$ cat config.mk
export PLATFORM = sky130hd
export DESIGN_NAME = rwam_back
export DESIGN_NICKNAME = d
export VERILOG_FILES = /design/src/design/rwam_pkg.sv /design/src/design/rwam_back.sv
export SDC_FILE = /design/constraint.sdc
export NUM_CORES = 2
export LEC_CHECK = 0
export ABC_AREA = 1
export ABC_CLOCK_PERIOD_IN_PS = 13500
export BUFFER_PORTS_ARGS = -buffer_cell sky130_fd_sc_hd__buf_2
export CORE_ASPECT_RATIO = 1.25
export CORE_MARGIN = 1
export CORE_UTILIZATION = 60
export DETAILED_ROUTE_END_ITERATION = 8
export PLACE_DENSITY_LB_ADDON = 0.15
export SETUP_SLACK_MARGIN = 0.2
export SLEW_MARGIN = 40
export SYNTH_ARGS = -nofsm -noshare
export SYNTH_HDL_FRONTEND = slang
export SYNTH_SLANG_ARGS = --single-unit
export TNS_END_PERCENT = 30
$ cat constraint.sdc
create_clock -name clk -period 13.5 [get_ports clk]
set_input_delay 2.7 -clock clk [delete_from_list [all_inputs] [get_ports clk]]
set_output_delay 2.7 -clock clk [all_outputs]
set_load 0.02 [all_outputs]
$ cat src/design/rwam_pkg.sv
// Shared types, constants and the arctangent table of the radial wipe alpha mask.
`default_nettype none
package rwam_pkg;

  localparam int COORD_BITS    = 12;
  localparam int CORDIC_STAGES = 16;

  localparam int ATAN_LEN   = 20;
  localparam int ATAN_IDX_W = 5;
  localparam int CORDIC_RUN = (CORDIC_STAGES < ATAN_LEN) ? CORDIC_STAGES : ATAN_LEN;

  localparam int CENTER_W = 16;
  localparam int ANGLE_W  = 16;
  localparam int WIPE_W   = 17;
  localparam int GAIN_W   = 24;
  localparam int EDGE_W   = 17;
  localparam int PROD_W   = EDGE_W + GAIN_W;
  localparam int ALPHA_W  = 9;
  localparam int CHAN_W   = 8;

  // Pixel offset from the centre carries 4 fraction bits plus a sign.
  localparam int D_W  = ((COORD_BITS + 4 > CENTER_W) ? COORD_BITS + 4 : CENTER_W) + 1;
  // Two bits of headroom cover the vector length times the CORDIC gain.
  localparam int XY_W = D_W + 2;

  localparam logic [ANGLE_W-1:0] HALF_TURN      = ANGLE_W'(32768);
  localparam logic [GAIN_W-1:0]  FEATHER_RESET  = GAIN_W'(30175);
  localparam int                 ALPHA_ONE      = 256;

  // Register indexes on the configuration port
  localparam int REG_IDX_W = 3;
  localparam logic [REG_IDX_W-1:0] REG_CENTER_X     = 3'd0;
  localparam logic [REG_IDX_W-1:0] REG_CENTER_Y     = 3'd1;
  localparam logic [REG_IDX_W-1:0] REG_ORIGIN_ANGLE = 3'd2;
  localparam logic [REG_IDX_W-1:0] REG_WIPE_ANGLE   = 3'd3;
  localparam logic [REG_IDX_W-1:0] REG_FEATHER_GAIN = 3'd4;
  localparam int PADDR_W = REG_IDX_W + 2;

  typedef struct packed {
    logic [COORD_BITS-1:0] pixel_x;
    logic [COORD_BITS-1:0] pixel_y;
    logic [CHAN_W-1:0]     in_red;
    logic [CHAN_W-1:0]     in_green;
    logic [CHAN_W-1:0]     in_blue;
    logic [CHAN_W-1:0]     in_opacity;
  } in_item_t;

  typedef struct packed {
    logic [CHAN_W-1:0] out_red;
    logic [CHAN_W-1:0] out_green;
    logic [CHAN_W-1:0] out_blue;
    logic [CHAN_W-1:0] out_opacity;
    logic              was_scaled;
  } out_item_t;

  typedef struct packed {
    logic [CHAN_W-1:0] red;
    logic [CHAN_W-1:0] green;
    logic [CHAN_W-1:0] blue;
    logic [CHAN_W-1:0] opacity;
  } chan_t;

  // Working set handed from cell to cell
  typedef struct packed {
    logic                   at_center;
    chan_t                  chan;
    logic [ANGLE_W-1:0]     z;
    logic signed [XY_W-1:0] x;
    logic signed [XY_W-1:0] y;
  } cord_t;

  typedef struct packed {
    logic [CENTER_W-1:0] center_x;
    logic [CENTER_W-1:0] center_y;
  } center_cfg_t;

  typedef struct packed {
    logic [ANGLE_W-1:0] origin_angle;
    logic [WIPE_W-1:0]  wipe_angle;
    logic [GAIN_W-1:0]  feather_gain;
  } wipe_cfg_t;

  // round(atan(2^-i) / (2*pi) * 65536)
  function automatic logic [ANGLE_W-1:0] atan_turn(input logic [ATAN_IDX_W-1:0] idx);
    logic [ANGLE_W-1:0] val;
    unique case (idx)
      5'd0:    val = 16'd8192;
      5'd1:    val = 16'd4836;
      5'd2:    val = 16'd2555;
      5'd3:    val = 16'd1297;
      5'd4:    val = 16'd651;
      5'd5:    val = 16'd326;
      5'd6:    val = 16'd163;
      5'd7:    val = 16'd81;
      5'd8:    val = 16'd41;
      5'd9:    val = 16'd20;
      5'd10:   val = 16'd10;
      5'd11:   val = 16'd5;
      5'd12:   val = 16'd3;
      5'd13:   val = 16'd1;
      5'd14:   val = 16'd1;
      default: val = 16'd0;
    endcase
    return val;
  endfunction

endpackage
`default_nettype wire

$ cat src/design/rwam_back.sv
// Exit stages: wipe edge distance times feather gain, then alpha scaling of the pixel.
`default_nettype none
module rwam_back (
  input  wire                    clk,
  input  wire                    rst_n,
  input  wire                    up_valid,
  input  rwam_pkg::cord_t        up_data,
  output logic                   up_ready,
  input  rwam_pkg::wipe_cfg_t    wipe,
  output logic                   dn_valid,
  output rwam_pkg::out_item_t    dn_item,
  input  wire                    dn_ready
);
  import rwam_pkg::*;

  // Stage A: product of edge distance and gain
  logic                 a_vld_r;
  logic [PROD_W-1:0]    a_prod_r;
  logic [PROD_W-1:0]    a_prod_nxt;
  chan_t                a_chan_r;
  logic                 a_ready;
  logic [ANGLE_W-1:0]   z_eff;
  logic [ANGLE_W-1:0]   ang;
  logic [WIPE_W:0]      edge_s;
  logic [EDGE_W-1:0]    edge_dist;

  // Stage B: output register
  logic                  b_vld_r;
  out_item_t             b_item_r;
  out_item_t             b_item_nxt;
  logic [PROD_W-17:0]    alpha_full;
  logic                  sat;
  logic [ALPHA_W-1:0]    alpha;
  logic [CHAN_W+ALPHA_W-1:0] m_red;
  logic [CHAN_W+ALPHA_W-1:0] m_green;
  logic [CHAN_W+ALPHA_W-1:0] m_blue;
  logic [CHAN_W+ALPHA_W-1:0] m_opacity;

  assign a_ready  = !b_vld_r || dn_ready;
  assign up_ready = !a_vld_r || a_ready;
  assign dn_valid = b_vld_r;
  assign dn_item  = b_item_r;

  always_comb begin
    z_eff  = up_data.at_center ? '0 : up_data.z;
    ang    = z_eff - wipe.origin_angle;
    edge_s = {1'b0, wipe.wipe_angle} - (WIPE_W + 1)'(ang);
    // Past the wipe edge: wrap forward by one turn
    if (edge_s[WIPE_W]) begin
      edge_dist = edge_s[EDGE_W-1:0] + EDGE_W'(65536);
    end else begin
      edge_dist = edge_s[EDGE_W-1:0];
    end
    a_prod_nxt = PROD_W'(edge_dist) * PROD_W'(wipe.feather_gain);
  end

  always_comb begin
    alpha_full = a_prod_r[PROD_W-1:16];
    sat        = (alpha_full >= (PROD_W - 16)'(ALPHA_ONE));
    alpha      = alpha_full[ALPHA_W-1:0];
    m_red      = (CHAN_W + ALPHA_W)'(a_chan_r.red) * (CHAN_W + ALPHA_W)'(alpha);
    m_green    = (CHAN_W + ALPHA_W)'(a_chan_r.green) * (CHAN_W + ALPHA_W)'(alpha);
    m_blue     = (CHAN_W + ALPHA_W)'(a_chan_r.blue) * (CHAN_W + ALPHA_W)'(alpha);
    m_opacity  = (CHAN_W + ALPHA_W)'(a_chan_r.opacity) * (CHAN_W + ALPHA_W)'(alpha);
    if (sat) begin
      b_item_nxt.out_red     = a_chan_r.red;
      b_item_nxt.out_green   = a_chan_r.green;
      b_item_nxt.out_blue    = a_chan_r.blue;
      b_item_nxt.out_opacity = a_chan_r.opacity;
      b_item_nxt.was_scaled  = 1'b0;
    end else begin
      b_item_nxt.out_red     = m_red[CHAN_W+7:8];
      b_item_nxt.out_green   = m_green[CHAN_W+7:8];
      b_item_nxt.out_blue    = m_blue[CHAN_W+7:8];
      b_item_nxt.out_opacity = m_opacity[CHAN_W+7:8];
      b_item_nxt.was_scaled  = 1'b1;
    end
  end

  always_ff @(posedge clk) begin
    if (!rst_n) begin
      a_vld_r <= 1'b0;
      b_vld_r <= 1'b0;
    end else begin
      if (up_ready) begin
        a_vld_r <= up_valid;
      end
      if (a_ready) begin
        b_vld_r <= a_vld_r;
      end
    end
  end

  always_ff @(posedge clk) begin
    if (up_ready) begin
      a_prod_r <= a_prod_nxt;
      a_chan_r <= up_data.chan;
    end
    if (a_ready) begin
      b_item_r <= b_item_nxt;
    end
  end

endmodule
`default_nettype wire

==> qor.csv <==
stage,metric,value,unit
status,run_status,"finished, final reports clean",
clocking,clk_transition_reported_paths,0.08,ns
logic_synthesis,yosys-mux-area-fraction,0,
finish,layout-drive-gt1-share,0.0605,
timing,fin_tns_setup,0,ns
place,placer_congestion,0.975,
clocking,cts-buffers-inserted,9,
timing,max_slew_margin,0.431,
logic_synthesis,synth_simple_gate_area_share,0.213,
logic_synthesis,synth-xor-area-share,0.0153,
global_route,grt_max_degree,60,
place,dp_worst_setup_slack,1.71,ns
setup_path,cpMostUsedCell,sky130_fd_sc_hd__nand2_1,
finish,final_design_area_no_fill,0.0289,mm2
place,dpl-instance-area,0.0286,mm2
finish,areaGrowthSynthToFinish,4.90,%
setup_path,path_max_fanout,21,
setup_path,worst-setup-path-type,primary input to flip-flop,
logic_synthesis,most_common_flop_cell_mapped_by_yosys,sky130_fd_sc_hd__edfxtp_1,
flow_run,max_cap_viol_count,0,
timing,fmax,0.0865,GHz
logic_synthesis,synth.avg_cell_area,7.65,um2
clocking,clkLatencyLatePin,0.38,ns
setup_path,critical_path.max_stage_delay,0.68,ns
setup_path,worst-endpoint-arrival,11.70,ns
finish,num-fill-cells,4027,
setup_path,critPathCaptureType,flip-flop,
logic_synthesis,synth_compound_gate_area_share,0.0464,
logic_synthesis,ys_ff_latch,92,
routing,wl_per_cell,17.9,um
routing,routed_wl,75600,um
timing,final.period_utilization,0.857,
logic_synthesis,syn_inst,3600,
clocking,cts_resized,0,
timing,hold_viol_final,0,
routing,drt-initial-drc-count,1328,
logic_synthesis,main_combinational_cell_family_by_area_after_synthesis,adder cells,
floorplan,die_area,0.0468,mm2
global_route,antenna_found_initial,2,
finish,nNetsFinal,4558,
logic_synthesis,seq_area_frac_synth,0.0996,
logic_synthesis,post_synth_fa_ha_maj_area_fraction,0.480,
floorplan,io_pins,183,
timing,timing.clock.skew,0.00869,ns
clocking,cts_hold_bufs,0,
global_route,grt_first_pass_wirelength,124000,um
floorplan,die_w,194,um
floorplan,placement_rows,87,
clocking,clock_tree.root_cell,sky130_fd_sc_hd__clkbuf_16,
global_route,grt_pass1_vias,25400,
clocking,cts_htree_levels,3,
timing,timing.final.max_slew_violations,0,
logic_synthesis,synthArstFlopShare,0,
place,placement.io_buffers,144,
timing,worst_pin_slew,0.853,ns
clocking,cts_tree,built,
routing,route.vias.total,23500,
worst_hold_path,min_path_type,flip-flop to flip-flop,
timing,unrepaired_setup_endpoints_after_global_routing,false,
timing,period_needed,11.57,ns
logic_synthesis,synth.net_count,4510,
setup_path,crit_required,13.64,ns
floorplan,die-height,241,um
logic_synthesis,synth_warnings,0,
setup_path,setup.worst_path.start_class,primary input,
floorplan,initial_utilization,0.609,
place,place_hpwl,61000,um
timing,postLayoutSetupSlackWorst,1.93,ns
clocking,clock_buffer_depth,2,
logic_synthesis,post_synth_instance_area,0.0275,mm2
logic_synthesis,synth_cell_type_count,51,
routing,post_drt_via_cell_ratio,5.55,
floorplan,core_area,0.0452,mm2
global_route,globalRoute.totalOverflow,0,
logic_synthesis,synth_enable_flop_cells,90,
clocking,cts_setup_buffers,0,
setup_path,crit_slowest_cell,sky130_fd_sc_hd__clkinv_1,
global_route,grt_util_all_layers,0.339,
timing,setup_violations,0,
routing,antenna_violating_nets_post_route,0,
clocking,clock_sinks,92,
routing,first_pass_iters,5,
routing,remaining_drc_errors,0,
[layout make-up]
class | count | area [um2] | area share
Antenna cell | 1 | 2.50 | 0.0000866
Clock buffer | 9 | 225 | 0.00780
Clock inverter | 7 | 67.6 | 0.00234
Inverter | 922 | 3460 | 0.120
Multi-Input combinational cell | 2462 | 20800 | 0.720
Sequential cell | 92 | 2740 | 0.0950
Tap cell | 578 | 723 | 0.0250
Timing Repair Buffer | 161 | 861 | 0.0298
[cell usage after synthesis (9+ instances only)]
| cell type | instances | share of area |
|---|---|---|
| sky130_fd_sc_hd__inv_1 | 916 | 0.12 |
| sky130_fd_sc_hd__nand2_1 | 854 | 0.12 |
| sky130_fd_sc_hd__fa_1 | 489 | 0.36 |
| sky130_fd_sc_hd__ha_1 | 273 | 0.12 |
| sky130_fd_sc_hd__nor2_1 | 272 | 0.037 |
| sky130_fd_sc_hd__nand3_1 | 198 | 0.036 |
| sky130_fd_sc_hd__a21oi_1 | 112 | 0.020 |
| sky130_fd_sc_hd__clkbuf_1 | 92 | 0.013 |
| sky130_fd_sc_hd__edfxtp_1 | 90 | 0.098 |
| sky130_fd_sc_hd__o21ai_0 | 65 | 0.012 |
| sky130_fd_sc_hd__xor2_1 | 29 | 0.0092 |
| sky130_fd_sc_hd__nor3_1 | 25 | 0.0045 |
| sky130_fd_sc_hd__nand4_1 | 20 | 0.0045 |
| sky130_fd_sc_hd__xnor2_1 | 19 | 0.0060 |
| sky130_fd_sc_hd__buf_2 | 16 | 0.0029 |
| sky130_fd_sc_hd__o21bai_1 | 13 | 0.0035 |
| sky130_fd_sc_hd__nand3b_1 | 11 | 0.0030 |
| sky130_fd_sc_hd__a21o_1 | 9 | 0.0025 |
[state kept, by name, summed over array words and instances, names as in the netlist]
| signal | count |
|---|---|
| dn_valid | 1 |
| a_prod_r | 25 |
| a_vld_r | 1 |
| dn_item | 33 |
| a_chan_r | 32 |
[cell usage in the layout, fill, tap and decap left out, types with 4 or more instances in the layout]
master / n
sky130_fd_sc_hd__a21o_1: 9
sky130_fd_sc_hd__a21oi_1: 112
sky130_fd_sc_hd__a31oi_1: 7
sky130_fd_sc_hd__and2_1: 4
sky130_fd_sc_hd__buf_2: 144
sky130_fd_sc_hd__buf_4: 16
sky130_fd_sc_hd__clkbuf_16: 9
sky130_fd_sc_hd__clkinv_1: 4
sky130_fd_sc_hd__edfxtp_1: 90
sky130_fd_sc_hd__fa_1: 488
sky130_fd_sc_hd__ha_1: 273
sky130_fd_sc_hd__inv_1: 914
sky130_fd_sc_hd__inv_2: 4
sky130_fd_sc_hd__nand2_1: 853
sky130_fd_sc_hd__nand2_2: 8
sky130_fd_sc_hd__nand2_4: 6
sky130_fd_sc_hd__nand3_1: 197
sky130_fd_sc_hd__nand3b_1: 11
sky130_fd_sc_hd__nand4_1: 20
sky130_fd_sc_hd__nor2_1: 271
sky130_fd_sc_hd__nor2_2: 5
sky130_fd_sc_hd__nor3_1: 25
sky130_fd_sc_hd__nor4_1: 4
sky130_fd_sc_hd__o21ai_0: 65
sky130_fd_sc_hd__o21bai_1: 13
sky130_fd_sc_hd__or2_2: 8
sky130_fd_sc_hd__xnor2_1: 19
sky130_fd_sc_hd__xor2_1: 29
[path summary, 6_finish.rpt]
| kind | slack (ns) | cells after the start | startpoint | endpoint |
|---|---|---|---|---|
| worst min register to register | 0.49 | 2 | a_vld_r | dn_valid |
| worst min-delay path | 0.49 | 2 | a_vld_r | dn_valid |
| worst max register to register | 8.52 | 18 | a_prod_r[21] | dn_item[8] |
| worst max-delay path | 1.93 | 37 | up_data[86] | a_prod_r[37] |
[metrics by stage]
stage | cells | util | hold WS [ns]
detailed placement | 4214 | 0.632 | 0.482
global route | 4231 | 0.639 | 0.524
global placement | 4214 | 0.632 | 0.467
finish | 4232 | 0.639 | 0.490
CTS | 4230 | 0.639 | 0.493
floorplan | 3600 | - | 0.427
[cell families after synthesis]
kind of cell / count (synthesis)
adders and majority gates: 762
AOI/OAI and AO/OA: 228
DFF: 92
xor gates and xnor gates: 48
buffers and inverters: 1046
and+or+nand+nor: 1424
[critical path, delay by kind of cell]
family | cells | cell delay [ns]
adder cells (fa/ha/maj) | 10 | 4.12
AO/OA/AOI/OAI | 5 | 1.17
buffers and inverters | 7 | 1.27
AND/OR/NAND/NOR | 14 | 2.23
XOR/XNOR | 1 | 0.18
[metal layers]
layer | global-route usage | wire, um | vias to the layer above
met5 | 0 | 10 | -
met4 | 0.193 | 4540 | 2
met3 | 0.0333 | 4420 | 282
met2 | 0.656 | 40200 | 883
met1 | 0.359 | 26400 | 11500
li1 | - | - | 10800
Power is not shown: default switching activity piles up to over one toggle a cycle in this logic, so the estimate is an artifact.
