File: src/design/rwam_pkg.sv
// Shared types, constants and the arctangent table of the radial wipe alpha mask.
`default_nettype none
package rwam_pkg;

  localparam int COORD_BITS    = 12;
  localparam int CORDIC_STAGES = 16;

  localparam int ATAN_LEN   = 20;
  localparam int ATAN_IDX_W = 5;
  localparam int CORDIC_RUN = (CORDIC_STAGES < ATAN_LEN) ? CORDIC_STAGES : ATAN_LEN;

  localparam int CENTER_W = 16;
  localparam int ANGLE_W  = 16;
  localparam int WIPE_W   = 17;
  localparam int GAIN_W   = 24;
  localparam int EDGE_W   = 17;
  localparam int PROD_W   = EDGE_W + GAIN_W;
  localparam int ALPHA_W  = 9;
  localparam int CHAN_W   = 8;

  // Pixel offset from the centre carries 4 fraction bits plus a sign.
  localparam int D_W  = ((COORD_BITS + 4 > CENTER_W) ? COORD_BITS + 4 : CENTER_W) + 1;
  // Two bits of headroom cover the vector length times the CORDIC gain.
  localparam int XY_W = D_W + 2;

  localparam logic [ANGLE_W-1:0] HALF_TURN      = ANGLE_W'(32768);
  localparam logic [GAIN_W-1:0]  FEATHER_RESET  = GAIN_W'(30175);
  localparam int                 ALPHA_ONE      = 256;

  // Register indexes on the configuration port
  localparam int REG_IDX_W = 3;
  localparam logic [REG_IDX_W-1:0] REG_CENTER_X     = 3'd0;
  localparam logic [REG_IDX_W-1:0] REG_CENTER_Y     = 3'd1;
  localparam logic [REG_IDX_W-1:0] REG_ORIGIN_ANGLE = 3'd2;
  localparam logic [REG_IDX_W-1:0] REG_WIPE_ANGLE   = 3'd3;
  localparam logic [REG_IDX_W-1:0] REG_FEATHER_GAIN = 3'd4;
  localparam int PADDR_W = REG_IDX_W + 2;

  typedef struct packed {
    logic [COORD_BITS-1:0] pixel_x;
    logic [COORD_BITS-1:0] pixel_y;
    logic [CHAN_W-1:0]     in_red;
    logic [CHAN_W-1:0]     in_green;
    logic [CHAN_W-1:0]     in_blue;
    logic [CHAN_W-1:0]     in_opacity;
  } in_item_t;

  typedef struct packed {
    logic [CHAN_W-1:0] out_red;
    logic [CHAN_W-1:0] out_green;
    logic [CHAN_W-1:0] out_blue;
    logic [CHAN_W-1:0] out_opacity;
    logic              was_scaled;
  } out_item_t;

  typedef struct packed {
    logic [CHAN_W-1:0] red;
    logic [CHAN_W-1:0] green;
    logic [CHAN_W-1:0] blue;
    logic [CHAN_W-1:0] opacity;
  } chan_t;

  // Working set handed from cell to cell
  typedef struct packed {
    logic                   at_center;
    chan_t                  chan;
    logic [ANGLE_W-1:0]     z;
    logic signed [XY_W-1:0] x;
    logic signed [XY_W-1:0] y;
  } cord_t;

  typedef struct packed {
    logic [CENTER_W-1:0] center_x;
    logic [CENTER_W-1:0] center_y;
  } center_cfg_t;

  typedef struct packed {
    logic [ANGLE_W-1:0] origin_angle;
    logic [WIPE_W-1:0]  wipe_angle;
    logic [GAIN_W-1:0]  feather_gain;
  } wipe_cfg_t;

  // round(atan(2^-i) / (2*pi) * 65536)
  function automatic logic [ANGLE_W-1:0] atan_turn(input logic [ATAN_IDX_W-1:0] idx);
    logic [ANGLE_W-1:0] val;
    unique case (idx)
      5'd0:    val = 16'd8192;
      5'd1:    val = 16'd4836;
      5'd2:    val = 16'd2555;
      5'd3:    val = 16'd1297;
      5'd4:    val = 16'd651;
      5'd5:    val = 16'd326;
      5'd6:    val = 16'd163;
      5'd7:    val = 16'd81;
      5'd8:    val = 16'd41;
      5'd9:    val = 16'd20;
      5'd10:   val = 16'd10;
      5'd11:   val = 16'd5;
      5'd12:   val = 16'd3;
      5'd13:   val = 16'd1;
      5'd14:   val = 16'd1;
      default: val = 16'd0;
    endcase
    return val;
  endfunction

endpackage
`default_nettype wire

File: src/design/rwam_front.sv
// Entry cell: offset from the wipe centre and fold into the right half plane.
`default_nettype none
module rwam_front (
  input  wire                      clk,
  input  wire                      rst_n,
  input  wire                      up_valid,
  input  rwam_pkg::in_item_t       up_item,
  output logic                     up_ready,
  input  rwam_pkg::center_cfg_t    center,
  output logic                     dn_valid,
  output rwam_pkg::cord_t          dn_data,
  input  wire                      dn_ready
);
  import rwam_pkg::*;

  logic                  vld_r;
  cord_t                 data_r;
  cord_t                 data_nxt;
  logic [D_W-1:0]        px_ext;
  logic [D_W-1:0]        cx_ext;
  logic [D_W-1:0]        py_ext;
  logic [D_W-1:0]        cy_ext;
  logic signed [D_W-1:0] dx;
  logic signed [D_W-1:0] dy;

  assign up_ready = !vld_r || dn_ready;
  assign dn_valid = vld_r;
  assign dn_data  = data_r;

  always_comb begin
    px_ext = D_W'({up_item.pixel_x, 4'b0000});
    py_ext = D_W'({up_item.pixel_y, 4'b0000});
    cx_ext = D_W'(center.center_x);
    cy_ext = D_W'(center.center_y);
    dx     = $signed(px_ext - cx_ext);
    dy     = $signed(py_ext - cy_ext);

    data_nxt.at_center    = (dx == '0) && (dy == '0);
    data_nxt.chan.red     = up_item.in_red;
    data_nxt.chan.green   = up_item.in_green;
    data_nxt.chan.blue    = up_item.in_blue;
    data_nxt.chan.opacity = up_item.in_opacity;
    // Left half plane: rotate by half a turn first
    if (dx[D_W-1]) begin
      data_nxt.x = -XY_W'(dx);
      data_nxt.y = -XY_W'(dy);
      data_nxt.z = HALF_TURN;
    end else begin
      data_nxt.x = XY_W'(dx);
      data_nxt.y = XY_W'(dy);
      data_nxt.z = '0;
    end
  end

  always_ff @(posedge clk) begin
    if (!rst_n) begin
      vld_r <= 1'b0;
    end else if (up_ready) begin
      vld_r <= up_valid;
    end
  end

  always_ff @(posedge clk) begin
    if (up_ready) begin
      data_r <= data_nxt;
    end
  end

endmodule
`default_nettype wire

File: config.mk
export PLATFORM = sky130hd
export DESIGN_NAME = rwam_front
export DESIGN_NICKNAME = d
export VERILOG_FILES = /design/src/design/rwam_pkg.sv /design/src/design/rwam_front.sv
export SDC_FILE = /design/constraint.sdc
export NUM_CORES = 1
export LEC_CHECK = 0
export ABC_AREA = 0
export BUFFER_PORTS_ARGS = -buffer_cell sky130_fd_sc_hd__buf_2
export CAP_MARGIN = 10
export CORE_ASPECT_RATIO = 1.5
export CORE_MARGIN = 1.5
export CORE_UTILIZATION = 51
export CTS_BUF_LIST = sky130_fd_sc_hd__clkbuf_4 sky130_fd_sc_hd__clkbuf_8
export DETAILED_ROUTE_END_ITERATION = 6
export GPL_TIMING_DRIVEN = 0
export PLACE_DENSITY = 0.86
export SLEW_MARGIN = 20
export SYNTH_ARGS = -nofsm -noshare
export SYNTH_HDL_FRONTEND = slang
export SYNTH_SLANG_ARGS = --single-unit
export TNS_END_PERCENT = 1
File: constraint.sdc
create_clock -name clk -period 3.9 [get_ports clk]
set_input_delay 0.585 -clock clk [delete_from_list [all_inputs] [get_ports clk]]
set_output_delay 0.585 -clock clk [all_outputs]
set_load 0.01 [all_outputs]
==> metrics, run 1 <==
Netlist cell types 64; clock sink count 73; CTS H-tree lvls 3; Die Ht about 120 um; DRT Pass-1 Iters 4; internal power about 1.6 mW; largest net degree at the start of global routing 41; Placed Area 5660 um^2; Switching Share 30.4%; I/O Buffers ~160; grt ovf 0; Slowest cell on crit path a2111oi_4; Gate power share 30.8%; Least-Margin Pin Slew roughly 530 ps; EDFF count, synth ~70; dpl hpwl between 8000 and 9000 um; Tmin final between 3000 and 4000 ps; Leak about 2.7 nW; final WL ~11,000 um; total track usage around 23%; DRT antenna net count 0; Final Hold Slack approximately 430 ps; final setup vio count 0; Final #Nets approximately 740; final hold vios 0; commonest cells in the netlist edfxtp_1 (72), inv_1 (37), nor2_1 (35); via count about 3,900; main flop type after synthesis edfxtp_1; global placement routability congestion roughly 0.95; Psw 0.711 mW; Root Driver clkbuf_8; initial antenna violation count 0; crit-path max cell delay 370 ps; cell area after synthesis 4610 um^2; crit path kind input port to register; Adder-Cell Fraction of Synth Area between 7 and 8%; critical path cell sequence buf_2, inv_1, ha_1, clkbuf_1, nand4bb_1, a21oi_1, xnor2_1, o21ai_1, a2111oi_4, nand4bb_1, nor4_2, ha_1, and2_1; hold crit path type input port to register; dpl cells just over 700; Ports 181; yosys warns 0; largest family of logic cells by synthesized area compound AO/OA/AOI/OAI gates; die area around 9600 um^2; Clock Latency Late Sink 330 ps; Avg WL per Cell 14.7 um; Design Power 2.34 mW; CTS Buf Count 9; Flop pwr share 45.2%; max_cap viols 0; mux share of post-synthesis cell area less than 1%; Die X slightly above 80 um; final instance area ~5900 um^2; Clk pwr share between 20% and 30%; Worst setup EP type register; synth top area cells edfxtp_1 (47%), ha_1 (7.6%), xnor2_1 (6.1%), xor2_1 (3.0%), inv_1 (3.0%); Crit path required time 3990 ps; core area 8830 um^2; status finished, final reports clean; Post-Synth Simple-Gate Area around 14%; top-count cell post-synth edfxtp_1; worst-case clock buffer depth 2; remaining routing DRC violations 0; sequential element share of the synthesized area a little under half; Post-Synth XOR/XNOR Area about 9.1%; Slew Limit Fails 0; Slew HR between 60% and 70%; VDD IR max ~0.28 mV; share of layout cells above drive strength 1 around a third; TritonCTS clock tree yes; RSZ-0062 raised after global routing no; Clk pin slew, worst setup/hold paths approximately 70 ps; PD cells 399 nW/um^2; post-synth top area share 46.9%; Syn Inst Count about 430; Critical Path AT approximately 3500 ps; fillers 718; first-pass GRT wire length 17,200 um; Synth area leader edfxtp_1; skew final ~9.6 ps; fmax between 0.2 and 0.3 GHz; startpoint types input port; Synth Area per Inst ~11 um^2; complex-gate fraction of the synthesized area around 15%; Yosys reg bits 73; vias in the first global route 3,927; crit path max fanout 9; DR iter-0 viols around 180; Setup Fix Bufs, Post-CTS 0; Async SR Flop Fraction 0%; row count 42; Final Non-Filler Cells around 740; Tcrit/Tclk final 88.1%; diodes inserted 0; Initial Utilization between 50 and 60%; Avg Vias per Cell ~5.3; Area Overhead vs Synth 26.8%
[kinds of logic after synthesis]
group           after synthesis
fa+ha+maj                    28
simple gates                115
mux                           4
buf+inv                      64
flops                        73
compound gates               98
xor+xnor                     48
other cells                   1
[power groups by stage]
| stage | clock network [mW] | logic (mW) | registers, mW |
|---|---|---|---|
| floorplan | 0 | 0.382 | 1.14 |
| finish | 0.561 | 0.719 | 1.06 |
| detailed placement | 0 | 0.717 | 1.07 |
| global placement | 0 | 0.688 | 1.07 |
| CTS | 0.575 | 0.719 | 1.06 |
| global route | 0.601 | 0.790 | 1.07 |
[layout by cell type (no fill, tap or decap), types with 4 or more instances in the layout]
cell,Yosys,routed
edfxtp_1,72,72
inv_1,37,37
ha_1,28,28
conb_1,1,17
buf_4,16,16
clkbuf_1,5,5
xnor2_1,32,32
o21ai_0,19,18
nor2_1,35,35
o31ai_1,7,7
buf_2,4,167
o21a_1,6,6
nor3_1,6,6
a211oi_1,4,4
or3_1,5,5
and2_1,10,10
nand3_1,5,5
nand2_1,21,21
clkbuf_8,0,9
xor2_1,16,16
nand3b_1,5,5
a21o_1,10,10
a21oi_1,23,23
[flip-flops by register name, summed over array words and instances, names as in the netlist]
signal	count
dn_data	72
dn_valid	1
[metrics by stage]
step	TNS, ps	worst slack [ps]	utilization [%]
after detailed placement	-102	-102	64.1
final	0	465	66.3
after CTS	0	255	66.2
after global routing	0	129	66.3
after floorplan	0	558	-
after global placement	-105	-105	63.7
[repair_timing]
| action | in CTS | in global routing |
|---|---|---|
| resized for setup | 0 | 2 |
| endpoints found under the setup margin | 0 | 1 |
| hold buffers | 0 | 0 |
[layout make-up]
type / count / area (um^2) / area share (%)
timing repair buffer: 164 / 836 / 14.3
tap: 110 / 138 / 2.35
multi-input combinational: 310 / 2190 / 37.5
clock inverter: 6 / 57.6 / 0.984
sequential: 73 / 2180 / 37.3
inverter: 37 / 139 / 2.37
clock buffer: 10 / 131 / 2.25
buffer: 27 / 174 / 2.97
[critical path, delay by kind of cell]
family,cells,cell delay (ps)
buffers and inverters,3,390
xor gates and xnor gates,1,250
AOI/OAI and AO/OA,3,880
and+or+nand+nor,4,870
adders and majority gates,2,530
[per-layer routing]
layer | GRT usage [%] | vias to the layer above | share of wire, %
met5 | 0 | - | 0
met4 | 11.1 | 0 | 3.4
met3 | 3.95 | 30 | 7.4
met2 | 42.8 | 175 | 54
met1 | 23.4 | 1795 | 35
li1 | - | 1922 | -
[path summary, 6_finish.rpt]
check | to | startpoint | slack, ps | cells past startpoint
hold / removal | dn_data[63] | up_item[9] | 430 | 1
setup / recovery | dn_data[35] | center[20] | 460 | 13
setup reg to reg | dn_data[54] | dn_valid | 2560 | 2
hold reg to reg | dn_data[24] | dn_valid | 940 | 1
(Power assumes the default switching activity.)
==> run 2, diff against run 1 <==
==> constraint.sdc (replaced) <==
create_clock -name clk -period 3.75 [get_ports clk]
set_input_delay 0.5625 -clock clk [delete_from_list [all_inputs] [get_ports clk]]
set_output_delay 0.5625 -clock clk [all_outputs]
set_load 0.01 [all_outputs]
==> run 2 against run 1 <==
Against the previous run:
- sequential power up 4%
- die area unchanged
- clock skew down 0.59 ps
- non-clock buffer count down 1
- worst setup slack worse by 130 ps
- utilization about the same
- cell count down 0.14%
- routed wire length about the same
- critical path depth up 1
- total power up 4.0%
- clock power up 3.9%
- worst hold slack worse by 21 ps
- largest power group unchanged
==> metrics, run 2 (synthesis results as in run 1) <==
status finished, final reports clean; Die Ht 120 um (unchanged); initial antenna violation count 0 (unchanged); fmax just under 0.3 GHz; Initial Utilization 52.3% (unchanged); row count 42 (unchanged); max reg flops 72 (unchanged); Buf/Inv on CP 5 (+2); Final Hold Slack 410 ps (-21.4 ps); Avg Vias per Cell 5.33 (+0.19%); critical path cell sequence buf_2, ha_1, clkbuf_1, and4_1, and2_1, a221oi_1, a21oi_1, nand2_1, nand2_1, inv_1, buf_2, buf_2, nand2_1, xor2_1; die area 9640 um^2 (unchanged); startpoint types input port; reg2reg path depth 2 (unchanged); dpl hpwl 8640 um (unchanged); TritonCTS clock tree yes; Finished Core Util 66.2% (about the same); Least-Margin Pin Slew 529 ps (+1.98 ps); final WL 10,800 um (about the same); RSZ-0062 raised after global routing no; Clock Latency Late Sink 330 ps (about the same); DRT Pass-1 Iters 4 (unchanged); Final Non-Filler Cells 736 (-0.14%); vias in the first global route 3,927 (unchanged); RR Endpoint dn_data[54]; Critical Path AT 3470 ps (-50 ps); Slew HR 64.5% (-0.13 points); Setup crit end dn_data[25]; PD cells 416 nW/um^2 (+4.1%); FF-to-FF setup slack 2410 ps (-150 ps); CTS H-tree lvls 3 (unchanged); CTS Buf Count 9 (unchanged); Tcrit/Tclk final 91.0%; global placement routability congestion 0.948 (unchanged); DR iter-0 viols 176 (-3.8%); Slowest cell on crit path a221oi_1; crit-path max cell delay 440 ps (+70 ps); clock sink count 73 (unchanged); crit path kind input port to register; Fin Setup TNS 0 ps (unchanged); critical path's top delay family buffers and inverters; Worst setup EP type register; Avg WL per Cell 14.7 um (about the same); dpl cells 721 (unchanged); hold crit path type input port to register; worst-case clock buffer depth 2 (unchanged); CTS resizes 0 (unchanged); total track usage 22.7% (unchanged); most common cell after layout, fill and taps aside buf_2; Root Driver clkbuf_8; final hold vios 0 (unchanged); Design Power 2.43 mW (+4.0%); Clk pin slew, worst setup/hold paths 70 ps (about the same); Ports 181 (unchanged); I/O Buffers 163 (unchanged); reg-to-reg startpoint dn_valid; Tmin final 3410 ps; commonest cells after routing, fill and taps aside buf_2 (167), edfxtp_1 (72), inv_1 (37), nor2_1 (35), xnor2_1 (32); Area Overhead vs Synth 26.7% (about the same); skew final 9.02 ps (-0.590 ps); Crit path required time 3810 ps (-180 ps); largest net degree at the start of global routing 41 (unchanged); VDD IR max 0.287 mV (+4.0%); DRT antenna net count 0 (unchanged); crit path max fanout 10 (+1); Final #Nets 741 (-0.13%); diodes inserted 0 (unchanged); first-pass GRT wire length 17,200 um (unchanged); final setup vio count 0 (unchanged); Levels on crit path 14 (+1); grt ovf 0 (unchanged); Die X 80.7 um (unchanged); CTS Hold Bufs 0 (unchanged); remaining routing DRC violations 0 (unchanged); core area 8830 um^2 (unchanged); Leak 2.71 nW (about the same); via count 3,924 (+0.051%); Crit. Startpoint up_item[50]; max_cap viols 0 (unchanged); Slew Limit Fails 0 (unchanged); share of layout cells above drive strength 1 33.7% (+0.054 points); fillers 717 (-0.14%); Setup Fix Bufs, Post-CTS 0 (unchanged)
[run 2: through the flow]
stage,instance area (um^2),worst slack (ps)
6_report,5850,337
5_1_grt,5850,116
3_3_place_gp,5630,-210
4_1_cts,5840,128
3_5_place_dp,5660,-229
2_1_floorplan,4670,431
[run 2: worst min-delay path by stage]
stage	start	endpoint	slack, ps	cells after the start
finish	up_item[3]	dn_data[57]	410	1
global route	up_item[20]	dn_data[74]	390	1
CTS	up_item[17]	dn_data[71]	400	1
detailed placement	up_item[3]	dn_data[57]	740	1
global placement	up_item[13]	dn_data[67]	740	1
floorplan	center[0]	dn_data[0]	660	0
[run 2: power by group]
| group | switching, mW | total, mW | leakage, nW | internal [mW] |
|---|---|---|---|---|
| Clock | 0.273 | 0.583 | 0.0928 | 0.310 |
| Combinational | 0.429 | 0.748 | 1.86 | 0.319 |
| Sequential | 0.0376 | 1.10 | 0.757 | 1.06 |
| Total | 0.739 | 2.43 | 2.71 | 1.69 |
[run 2: routing by layer]
metal	wire length (um)	vias up	track usage, %
li1	-	1918	-
met1	3850	1798	23.4
met2	5790	175	42.8
met3	762	33	3.95
met4	397	0	11.1
met5	0	-	0
[run 2: final cells by class]
cell class	count	area, um^2	share of cell area (%)
multi-input cells	310	2190	37.5
flip-flops and latches	73	2180	37.3
repair buffers	164	836	14.3
plain buffers	26	170	2.91
inverters	37	139	2.38
well taps	110	138	2.35
clock buffers	10	131	2.25
clock inverters	6	57.6	0.984
[run 2: worst reg2reg max path, stage by stage, from the launching register on]
cell	delay (ps)
dfxtp_1	330
nand2b_4	390
buf_12	300
