$ cat src/design/rwam_pkg.sv
// Shared types, constants and the arctangent table of the radial wipe alpha mask.
`default_nettype none
package rwam_pkg;

  localparam int COORD_BITS    = 12;
  localparam int CORDIC_STAGES = 16;

  localparam int ATAN_LEN   = 20;
  localparam int ATAN_IDX_W = 5;
  localparam int CORDIC_RUN = (CORDIC_STAGES < ATAN_LEN) ? CORDIC_STAGES : ATAN_LEN;

  localparam int CENTER_W = 16;
  localparam int ANGLE_W  = 16;
  localparam int WIPE_W   = 17;
  localparam int GAIN_W   = 24;
  localparam int EDGE_W   = 17;
  localparam int PROD_W   = EDGE_W + GAIN_W;
  localparam int ALPHA_W  = 9;
  localparam int CHAN_W   = 8;

  // Pixel offset from the centre carries 4 fraction bits plus a sign.
  localparam int D_W  = ((COORD_BITS + 4 > CENTER_W) ? COORD_BITS + 4 : CENTER_W) + 1;
  // Two bits of headroom cover the vector length times the CORDIC gain.
  localparam int XY_W = D_W + 2;

  localparam logic [ANGLE_W-1:0] HALF_TURN      = ANGLE_W'(32768);
  localparam logic [GAIN_W-1:0]  FEATHER_RESET  = GAIN_W'(30175);
  localparam int                 ALPHA_ONE      = 256;

  // Register indexes on the configuration port
  localparam int REG_IDX_W = 3;
  localparam logic [REG_IDX_W-1:0] REG_CENTER_X     = 3'd0;
  localparam logic [REG_IDX_W-1:0] REG_CENTER_Y     = 3'd1;
  localparam logic [REG_IDX_W-1:0] REG_ORIGIN_ANGLE = 3'd2;
  localparam logic [REG_IDX_W-1:0] REG_WIPE_ANGLE   = 3'd3;
  localparam logic [REG_IDX_W-1:0] REG_FEATHER_GAIN = 3'd4;
  localparam int PADDR_W = REG_IDX_W + 2;

  typedef struct packed {
    logic [COORD_BITS-1:0] pixel_x;
    logic [COORD_BITS-1:0] pixel_y;
    logic [CHAN_W-1:0]     in_red;
    logic [CHAN_W-1:0]     in_green;
    logic [CHAN_W-1:0]     in_blue;
    logic [CHAN_W-1:0]     in_opacity;
  } in_item_t;

  typedef struct packed {
    logic [CHAN_W-1:0] out_red;
    logic [CHAN_W-1:0] out_green;
    logic [CHAN_W-1:0] out_blue;
    logic [CHAN_W-1:0] out_opacity;
    logic              was_scaled;
  } out_item_t;

  typedef struct packed {
    logic [CHAN_W-1:0] red;
    logic [CHAN_W-1:0] green;
    logic [CHAN_W-1:0] blue;
    logic [CHAN_W-1:0] opacity;
  } chan_t;

  // Working set handed from cell to cell
  typedef struct packed {
    logic                   at_center;
    chan_t                  chan;
    logic [ANGLE_W-1:0]     z;
    logic signed [XY_W-1:0] x;
    logic signed [XY_W-1:0] y;
  } cord_t;

  typedef struct packed {
    logic [CENTER_W-1:0] center_x;
    logic [CENTER_W-1:0] center_y;
  } center_cfg_t;

  typedef struct packed {
    logic [ANGLE_W-1:0] origin_angle;
    logic [WIPE_W-1:0]  wipe_angle;
    logic [GAIN_W-1:0]  feather_gain;
  } wipe_cfg_t;

  // round(atan(2^-i) / (2*pi) * 65536)
  function automatic logic [ANGLE_W-1:0] atan_turn(input logic [ATAN_IDX_W-1:0] idx);
    logic [ANGLE_W-1:0] val;
    unique case (idx)
      5'd0:    val = 16'd8192;
      5'd1:    val = 16'd4836;
      5'd2:    val = 16'd2555;
      5'd3:    val = 16'd1297;
      5'd4:    val = 16'd651;
      5'd5:    val = 16'd326;
      5'd6:    val = 16'd163;
      5'd7:    val = 16'd81;
      5'd8:    val = 16'd41;
      5'd9:    val = 16'd20;
      5'd10:   val = 16'd10;
      5'd11:   val = 16'd5;
      5'd12:   val = 16'd3;
      5'd13:   val = 16'd1;
      5'd14:   val = 16'd1;
      default: val = 16'd0;
    endcase
    return val;
  endfunction

endpackage
`default_nettype wire

$ cat src/design/rwam_cell.sv
// One CORDIC vectoring micro-rotation with its own pipeline register.
`default_nettype none
module rwam_cell (
  input  wire                                  clk,
  input  wire                                  rst_n,
  input  wire [rwam_pkg::ATAN_IDX_W-1:0]       shift,
  input  wire                                  up_valid,
  input  rwam_pkg::cord_t                      up_data,
  output logic                                 up_ready,
  output logic                                 dn_valid,
  output rwam_pkg::cord_t                      dn_data,
  input  wire                                  dn_ready
);
  import rwam_pkg::*;

  logic                   vld_r;
  cord_t                  data_r;
  cord_t                  data_nxt;
  logic signed [XY_W-1:0] xs;
  logic signed [XY_W-1:0] ys;

  assign up_ready = !vld_r || dn_ready;
  assign dn_valid = vld_r;
  assign dn_data  = data_r;

  always_comb begin
    xs       = up_data.x >>> shift;
    ys       = up_data.y >>> shift;
    data_nxt = up_data;
    // Rotate towards the x axis
    if (!up_data.y[XY_W-1]) begin
      data_nxt.x = up_data.x + ys;
      data_nxt.y = up_data.y - xs;
      data_nxt.z = up_data.z + atan_turn(shift);
    end else begin
      data_nxt.x = up_data.x - ys;
      data_nxt.y = up_data.y + xs;
      data_nxt.z = up_data.z - atan_turn(shift);
    end
  end

  always_ff @(posedge clk) begin
    if (!rst_n) begin
      vld_r <= 1'b0;
    end else if (up_ready) begin
      vld_r <= up_valid;
    end
  end

  always_ff @(posedge clk) begin
    if (up_ready) begin
      data_r <= data_nxt;
    end
  end

endmodule
`default_nettype wire

$ cat config.mk
export PLATFORM = sky130hd
export DESIGN_NAME = rwam_cell
export DESIGN_NICKNAME = d
export VERILOG_FILES = /design/src/design/rwam_pkg.sv /design/src/design/rwam_cell.sv
export SDC_FILE = /design/constraint.sdc
export NUM_CORES = 1
export LEC_CHECK = 0
export BUFFER_PORTS_ARGS = -buffer_cell sky130_fd_sc_hd__buf_2
export CORE_ASPECT_RATIO = 0.6
export CORE_MARGIN = 5
export CORE_UTILIZATION = 47
export CTS_BUF_LIST = sky130_fd_sc_hd__clkbuf_16
export CTS_CLUSTER_DIAMETER = 60
export CTS_CLUSTER_SIZE = 24
export DETAILED_ROUTE_END_ITERATION = 10
export GPL_TIMING_DRIVEN = 0
export PLACE_DENSITY = 0.7
export SYNTH_ARGS = -nofsm -noshare
export SYNTH_HDL_FRONTEND = slang
export SYNTH_SLANG_ARGS = --single-unit
$ cat constraint.sdc
create_clock -name clk -period 6.75 [get_ports clk]
set_input_delay 1.35 -clock clk [delete_from_list [all_inputs] [get_ports clk]]
set_output_delay 1.35 -clock clk [all_outputs]
set_load 0.05 [all_outputs]
==> results of run 1 <==
[where the power goes]
part	switching, mW	internal [mW]	leakage, nW
logic	0.957	0.415	3.27
registers	0.0287	0.765	0.909
clock network	0.251	0.261	0.146
[area by class of cell]
type                            count  share of cell area (%)
Sequential cell                    88                   25.40
Clock buffer                        9                   2.173
Multi-Input combinational cell    718                   55.58
Buffer                             48                   3.247
Inverter                           28                   1.014
Tap cell                          240                   2.897
Clock inverter                      7                  0.6881
Timing Repair Buffer              182                   9.005
[worst max-delay path, cell delays in order]
cell and delay [ns]:
buf_2 0.18, buf_6 0.19, mux4_2 0.54, a222oi_1 0.80
a41o_1 0.28, o21ai_1 0.15, or4_1 0.50, clkbuf_1 0.20
nor2_1 0.28, a211oi_1 0.13, o21ai_0 0.18, o21ai_0 0.11
ha_1 0.34, nor2b_1 0.15, o21ai_0 0.14, nand2b_1 0.11
nand2_1 0.08, nand2_1 0.08, o41ai_1 0.45, o21ai_0 0.23
xnor2_1 0.17
[sequential cells by signal, summed over array words and instances, names as in the netlist]
register and flops:
dn_data 87, dn_valid 1
[worst min path at each step]
stage	from	endpoint	slack, ns	depth (start not counted)
6_report	dn_valid	dn_data[7]	0.91	1
5_1_grt	dn_valid	dn_data[7]	0.99	1
4_1_cts	dn_valid	dn_data[7]	0.94	1
3_5_place_dp	dn_valid	dn_data[86]	0.93	1
3_3_place_gp	up_data[81]	dn_data[81]	1.53	1
2_1_floorplan	up_data[54]	dn_data[54]	1.45	0
[cells in the final DEF (no fill, tap or decap), drive strengths merged, types with 4 or more instances in the layout]
cell / count
buf: 204
edfxtp: 87
nor2: 78
a21oi: 67
nand2: 61
ha: 61
xnor2: 51
o21ai: 49
mux4: 41
clkbuf: 35
inv: 31
mux2i: 30
xor2: 28
nor3: 23
nand2b: 19
nand3: 16
nor2b: 13
a31oi: 13
o22ai: 12
o21a: 12
mux2: 12
a21o: 10
a211oi: 9
o31ai: 6
nand4: 6
o211ai: 6
and2: 6
or3: 6
or2: 5
o311ai: 5
a21boi: 5
o211a: 5
a41oi: 5
and3: 5
nor4: 5
a22oi: 4
clkinv: 4
[routing by layer]
layer	wire length, µm	GRT usage (%)
met1	13530	38.89
met3	3895	10.72
met2	12170	38.48
met4	653	6.696
met5	71	2.350
[cell families after synthesis]
family	share of synthesized area, %
buffers and inverters	4.959
and+or+nand+nor	14.19
adders and majority gates	9.349
DFF	29.89
AOI/OAI and AO/OA	17.79
xor gates and xnor gates	7.857
muxes	15.96
[metrics by stage]
step	hold WS (ns)	total power, mW	utilization [%]	TNS [ns]	instance area [µm²]
after global placement	1.527	2.145	54.84	-0.3351	10010
after floorplan	1.449	1.838	-	0	8806
after global routing	0.9870	2.808	56.77	0	10360
after detailed placement	0.9261	2.158	55.03	-0.2496	10050
final	0.9142	2.678	56.77	0	10360
after CTS	0.9428	2.674	56.65	0	10340
[what timing repair did]
action,in CTS,in global routing
hold buffers,0,0
setup endpoints to repair,0,1
gates resized for setup,0,9
==> results.yml, run 1 <==
outcome:
  status: "complete, no violations"
worst_setup_path:
  reg2reg_depth: 2
  worst-setup-path-type: "input port to flop"
  reg2reg_from: "dn_valid"
  cp_max_fo: 8
  required_ns: 6.86
  end_kind: "flop"
  r2r_end: "dn_data[26]"
  critPathLaunch: "shift[0]"
  rrSetupSlack_ns: 5.35
  startpoint_type: "input port"
  crit_path_end: "dn_data[37]"
  crit_arrival_ns: 6.64
route:
  first_pass_iters: 6
  remaining_drc_errors: 0
  wirelength_mm: 30.32
  vias: 8244
  ant_nets: 0
  routedWlPerCell_um: 22.97
  drtIter0Drc: 1186
  viasPerCell: 6.245
finish:
  stdcell_count: 1320
  area_growth_syn_to_layout_pct: 17.70
  nFillCells: 1629
  regArea_um2: 2633
  final_nets: 1235
  multi_input_area_um2: 5761
  drive_gt1_share_pct: 27.04
  antennaDiodeCount: 0
yosys:
  syn_inst: 882
  syn_area_per_cell_um2: 9.984
  synth_most_common_cell: "edfxtp_1"
  yosysSeqAreaShare_pct: 29.89
  synth_largest_area_cell: "edfxtp_1"
  synth_cell_type_count: 86
  syn_nets: 1042
  synth_edf_count: 87
  async_flop_share_pct: 0
  synth_top_area_share_pct: 29.67
  synth_area_leaders: "edfxtp_1, ha_1, mux4_2, xnor2_1, a21oi_1"
  ys_warn_count: 0
  ys_ff_latch: 88
  synth_ff_type: "edfxtp_1"
  synth_common_cells: "edfxtp_1, nor2_1, a21oi_1"
  syn_area_um2: 8806
timing:
  tightest_slew_ns: 1.294
  slew_violations: 0
  relSlewSlack_pct: 13.06
  finalCritPeriodShare_pct: 96.79
  min_period_ns: 6.534
  setup_viol_count_final: 0
  rsz0062_at_grt: "false"
  max_clock_freq_ghz: 0.1531
  skew_ns: 0.009038
  finalWorstSetupSlack_ns: 0.2164
  hold_viol: 0
clocking:
  htreeDepth: 3
  cts_made_buffers: 9
  post_cts_buffers: 0
  clk_pin_slew_ns: 0.08
  cts_tree: "done"
  cts_root_buf: "clkbuf_16"
  clkSinkCount: 88
  clk_latency_ns: 0.36
  cts_buffer_depth: 2
power_and_ir_drop:
  power.density_cell_area_nw_per_um2: 258.3
  p_leak_nw: 4.328
  ir_drop_mv: 0.1668
floorplan:
  ios: 185
  core_um2: 18260
  fp-row-count: 38
  die-area_um2: 21660
  die_x_um: 186.7
  start_util_pct: 48.23
  die-height_um: 116.0
grt:
  grt_pass1_wl_mm: 45.37
  track_usage_pct: 27.19
  grt_remaining_overflow: 0
  grt_antenna_before_repair: 0
  grt_start_max_net_pins: 60
  grt_pass1_vias: 7817
job:
  cap_viol_max_count: 0
place:
  dp_cells: 1304
  hpwl_mm: 23.80
  gp_congestion: 1.050
  pre_cts_ws_ns: -0.2478
  portBuffers: 181
worst_hold_path:
  hold_path_class: "flop to flop"
No activity file was read; power rests on OpenSTA's default activity.
==> run 2: changes to the inputs <==
- CELL_PAD_IN_SITES_DETAIL_PLACEMENT: unset -> 2
- CELL_PAD_IN_SITES_GLOBAL_PLACEMENT: unset -> 2
- CORE_UTILIZATION: 47 -> 35
- PLACE_DENSITY: 0.7 -> 0.82
==> run 2 against run 1 <==
  * First-iteration DRC count decreased by 21%
  * Worst setup slack lost 0.086 ns
  * Combinational power is 7% higher
  * Maximum frequency shrank 1.3%
  * Sequential power increased by 2%
  * Clock skew up 0.0046 ns
  * Critical path depth rose by 4
  * Clock-buffer cell count stayed put
  * Critical endpoint is now dn_data[17]
  * Largest power group unchanged
==> results.yml, run 2 (same netlist as run 1, synthesis figures left out) <==
grt:
  track_usage_pct: 27.54
  grt_start_max_net_pins: 60
  grt_remaining_overflow: 0
  grt_pass1_wl_mm: 59.80
  grt_antenna_before_repair: 2
  grtUsageMet1_pct: 36.46
  use_met3_pct: 9.719
  grt_pass1_vias: 9234
  use_met2_pct: 44.03
  grt_busiest_layer: "met2"
clocking:
  cts_root_buf: "clkbuf_16"
  cts_hold_buf: 0
  clk_pin_slew_ns: 0.09
  clkSinkCount: 88
  cts_buffer_depth: 2
  cts_made_buffers: 9
  htreeDepth: 3
  cts_tree: "done"
  clk_latency_ns: 0.38
worst_setup_path:
  end_kind: "flop"
  reg2reg_depth: 2
  rrSetupSlack_ns: 5.24
  startpoint_type: "input port"
  worst-setup-path-type: "input port to flop"
  required_ns: 6.86
  cp_max_fo: 10
  crit_arrival_ns: 6.73
place:
  portBuffers: 181
  dpl_cell_area_um2: 10160
  gp_congestion: 1.018
  dp_cells: 1394
  hpwl_mm: 31.98
route:
  routedWlPerCell_um: 28.80
  vias: 8626
  wirelength_mm: 40.69
  ant_nets: 0
  drtIter0Drc: 934
  viasPerCell: 6.105
  first_pass_iters: 7
  remaining_drc_errors: 0
floorplan:
  die-area_um2: 28540
  die_x_um: 214.8
  start_util_pct: 35.15
  core_um2: 25060
  die-height_um: 132.9
  ios: 185
  fp-row-count: 45
finish:
  stdcell_count: 1413
  final_cell_mix: "buf_2, edfxtp_1, nor2_1"
  area_growth_syn_to_layout_pct: 20.09
  fin_util_pct: 42.21
  nFillCells: 2724
  final_nets: 1239
  design_area_um2: 10580
  largest_register_ffs: 87
  drive_gt1_share_pct: 28.23
  final_common_cell: "buf_2"
  antennaDiodeCount: 0
timing:
  setup_viol_count_final: 0
  min_period_ns: 6.620
  max_clock_freq_ghz: 0.1511
  slew_violations: 0
  tightest_slew_ns: 1.332
  skew_ns: 0.01362
  finalCritPeriodShare_pct: 98.07
  relSlewSlack_pct: 10.52
  hold_viol: 0
  tns_ns: 0
  rsz0062_at_grt: "true"
power_and_ir_drop:
  p_leak_nw: 4.371
  ir_drop_mv: 0.1503
  power.density_cell_area_nw_per_um2: 266.8
  power_mw: 2.822
outcome:
  status: "complete, no violations"
worst_hold_path:
  holdPathStages: 2
  hold_path_class: "flop to flop"
job:
  cap_viol_max_count: 0
==> run 2: cell count changes in the layout (fill, tap and decap cells not counted), sizes merged <==
| cell | delta |
|---|---|
| buf | +3 |
| clkinv | -2 |
| clkbuf | +1 |
| clkinvlp | +1 |
| inv | +1 |
==> run 2: per-stage QoR <==
step | setup WS (ns) | hold slack, ns
CTS | 0.003612 | 1.020
global route | -0.01726 | 1.068
finish | 0.1300 | 0.9863
global placement | -0.4731 | 1.526
detailed placement | -0.7918 | 1.002
floorplan | 0.9284 | 1.449
==> run 2: repair_timing <==
action	in CTS	in global routing
pin swaps	1	0
buffers inserted	2	1
endpoints found under the setup margin	5	6
resized for setup	10	18
==> run 2: per-layer routing <==
| metal | wire length [µm] | vias to the layer above |
|---|---|---|
| met5 | 7 | - |
| met4 | 647 | 2 |
| met3 | 4162 | 55 |
| met2 | 18510 | 438 |
| met1 | 17360 | 4366 |
| li1 | - | 3765 |
==> run 2: worst paths after layout <==
path | start | to
worst min-delay path | dn_valid | dn_valid
worst max-delay path | shift[1] | dn_data[17]
worst min register to register | dn_valid | dn_valid
worst max register to register | dn_valid | dn_data[38]
==> run 2: final cells by class <==
cell class	count	area, µm²	area share [%]
multi-input cells	718	5807	54.91
flip-flops and latches	88	2633	24.89
repair buffers	186	960.9	9.087
well taps	329	411.6	3.893
plain buffers	48	362.8	3.431
clock buffers	9	225.2	2.130
inverters	28	105.1	0.9939
clock inverters	7	70.07	0.6626
==> run 2: critical path: stages <==
cell      delay, ns
buf_2          0.31
clkbuf_2       0.34
buf_6          0.19
buf_2          0.31
mux4_2         0.37
mux2i_1        0.16
mux2i_1        0.10
o21a_1         0.27
inv_1          0.09
ha_2           0.24
nand2_1        0.09
nor4b_2        0.23
nand4_1        0.20
a311o_4        0.43
nand2_1        0.10
xnor2_1        0.16
ha_2           0.36
a21o_1         0.20
a21oi_1        0.18
o22ai_1        0.12
a31oi_2        0.25
a21oi_2        0.12
a21o_1         0.19
a21oi_1        0.23
xnor2_1        0.13
==> run 2: where the power goes <==
group | switching, mW | total, mW | internal, mW
Sequential | 0.0400 | 0.806 | 0.766
Combinational | 1.04 | 1.47 | 0.425
Clock | 0.284 | 0.548 | 0.263
Total | 1.37 | 2.82 | 1.45
==> run 3: changes to the inputs <==
- SETUP_SLACK_MARGIN: unset -> 0.4
==> run 3 against run 2 <==
  * Maximum frequency is 4.4% higher
  * Flip-flop and latch count stayed put
  * Worst setup slack better by 0.28 ns
  * Hold slack better by 0.0058 ns
  * Register-to-register slack worse by 0.02 ns
  * Die area stayed put
  * Final area is 2.4% higher
  * Clock power hardly changed
  * Power is 1.3% higher
  * Critical endpoint unchanged
==> results.yml, run 3 (same netlist as run 1, synthesis figures left out) <==
outcome:
  status: "complete, no violations"
worst_setup_path:
  end_kind: "flop"
  worst-setup-path-type: "input port to flop"
  startpoint_type: "input port"
  cp_max_fo: 10
  crit_chain: "clkbuf_4, buf_12, buf_12, buf_12, mux4_2, mux2_4, a221oi_2, nand2_1, nor3_2, nand3_1, a211oi_4, a21oi_1, xnor2_1, ha_1, nand3_1, o22ai_1, a31oi_2, a21oi_2, a21o_1, a21oi_2, xnor2_1"
  required_ns: 6.86
  crit_arrival_ns: 6.45
  critPathSlowestCell: "mux4_2"
  crit_top_cell: "buf_12"
  slowest_delay_ns: 0.55
finish:
  antennaDiodeCount: 0
  nFillCells: 2694
  area_growth_syn_to_layout_pct: 22.92
  multi_input_area_um2: 5936
  regArea_um2: 2633
  largest_register_ffs: 87
  final_nets: 1249
  final_common_cell: "buf_2"
  drive_gt1_share_pct: 30.99
  stdcell_count: 1423
  final_cell_mix: "buf_2, edfxtp_1, nor2_1"
floorplan:
  die-area_um2: 28540
  die_x_um: 214.8
  core_um2: 25060
  die-height_um: 132.9
  start_util_pct: 35.15
  ios: 185
  fp-row-count: 45
timing:
  tightest_slew_ns: 1.191
  skew_ns: 0.01870
  setup_viol_count_final: 0
  finalCritPeriodShare_pct: 93.91
  slew_violations: 0
  hold_viol: 0
  max_clock_freq_ghz: 0.1578
  fin_hold_ws_ns: 0.9920
  rsz0062_at_grt: "true"
  min_period_ns: 6.339
  relSlewSlack_pct: 20.43
clocking:
  cts_root_buf: "clkbuf_16"
  cts_tree: "done"
  clkSinkCount: 88
  htreeDepth: 3
  cts_made_buffers: 9
  cts_hold_buf: 0
  clk_latency_ns: 0.39
  cts_buffer_depth: 2
  clk_pin_slew_ns: 0.09
worst_hold_path:
  hold_path_class: "flop to flop"
power_and_ir_drop:
  power_mw: 2.858
  power.density_cell_area_nw_per_um2: 264.0
  ir_drop_mv: 0.1545
  p_leak_nw: 4.446
route:
  ant_nets: 0
  first_pass_iters: 7
  vias: 8781
  routedWlPerCell_um: 28.95
  viasPerCell: 6.171
  remaining_drc_errors: 0
  drtIter0Drc: 845
  wirelength_mm: 41.19
grt:
  grt_antenna_before_repair: 2
  grt_pass1_wl_mm: 59.96
  grt_start_max_net_pins: 60
  grt_remaining_overflow: 0
  track_usage_pct: 27.58
  grt_pass1_vias: 9269
job:
  cap_viol_max_count: 0
place:
  gp_congestion: 1.018
  portBuffers: 181
  dp_cells: 1394
  hpwl_mm: 31.98
## run 3: area by class of cell
type                    count  area share, %
well taps                 329          3.803
multi-input cells         718          54.84
inverters                  28          1.006
clock inverters             7         0.6473
plain buffers              48          3.711
repair buffers            196          9.594
flip-flops and latches     88          24.32
clock buffers               9          2.081
## run 3: power by group
part | leakage, nW | internal [mW] | switching [mW]
combinational | 3.39 | 0.443 | 1.06
clock | 0.144 | 0.263 | 0.286
sequential | 0.909 | 0.766 | 0.0400
## run 3: layer usage
layer | track usage (%) | wire length, µm | share of wire [%]
met1 | 36.22 | 17250 | 42
met2 | 44.33 | 18900 | 46
met3 | 10.04 | 4368 | 11
met4 | 5.256 | 669 | 1.6
met5 | 0 | 7 | 0.017
## run 3: timing repair
action,in CTS,in global routing
setup endpoints to repair,16,14
buffers inserted,3,9
gates resized for setup,22,51
pin swaps,2,4
## run 3: stage by stage
stage          TNS (ns)  instance area [µm²]  utilization [%]  worst slack [ns]
2_1_floorplan         0                 8806                -            0.9284
3_3_place_gp     -1.424                10120            40.40           -0.4731
3_5_place_dp     -4.360                10160            40.56           -0.7918
4_1_cts               0                10560            42.16            0.2048
5_1_grt               0                10820            43.20            0.3006
6_report              0                10820            43.20            0.4112
## run 3: critical path, delay by kind of cell
kind / cells / cell delay, ns
compound gates: 8 / 1.82
simple gates: 4 / 0.95
mux: 2 / 0.90
buf+inv: 4 / 0.66
xor+xnor: 2 / 0.38
fa+ha+maj: 1 / 0.36
## run 3: final timing paths
path	startpoint	to	slack, ns	cells past startpoint
setup / recovery	shift[0]	dn_data[17]	0.41	21
hold / removal	dn_valid	dn_valid	0.99	2
setup reg to reg	dn_valid	dn_data[38]	5.22	2
hold reg to reg	dn_valid	dn_valid	0.99	2
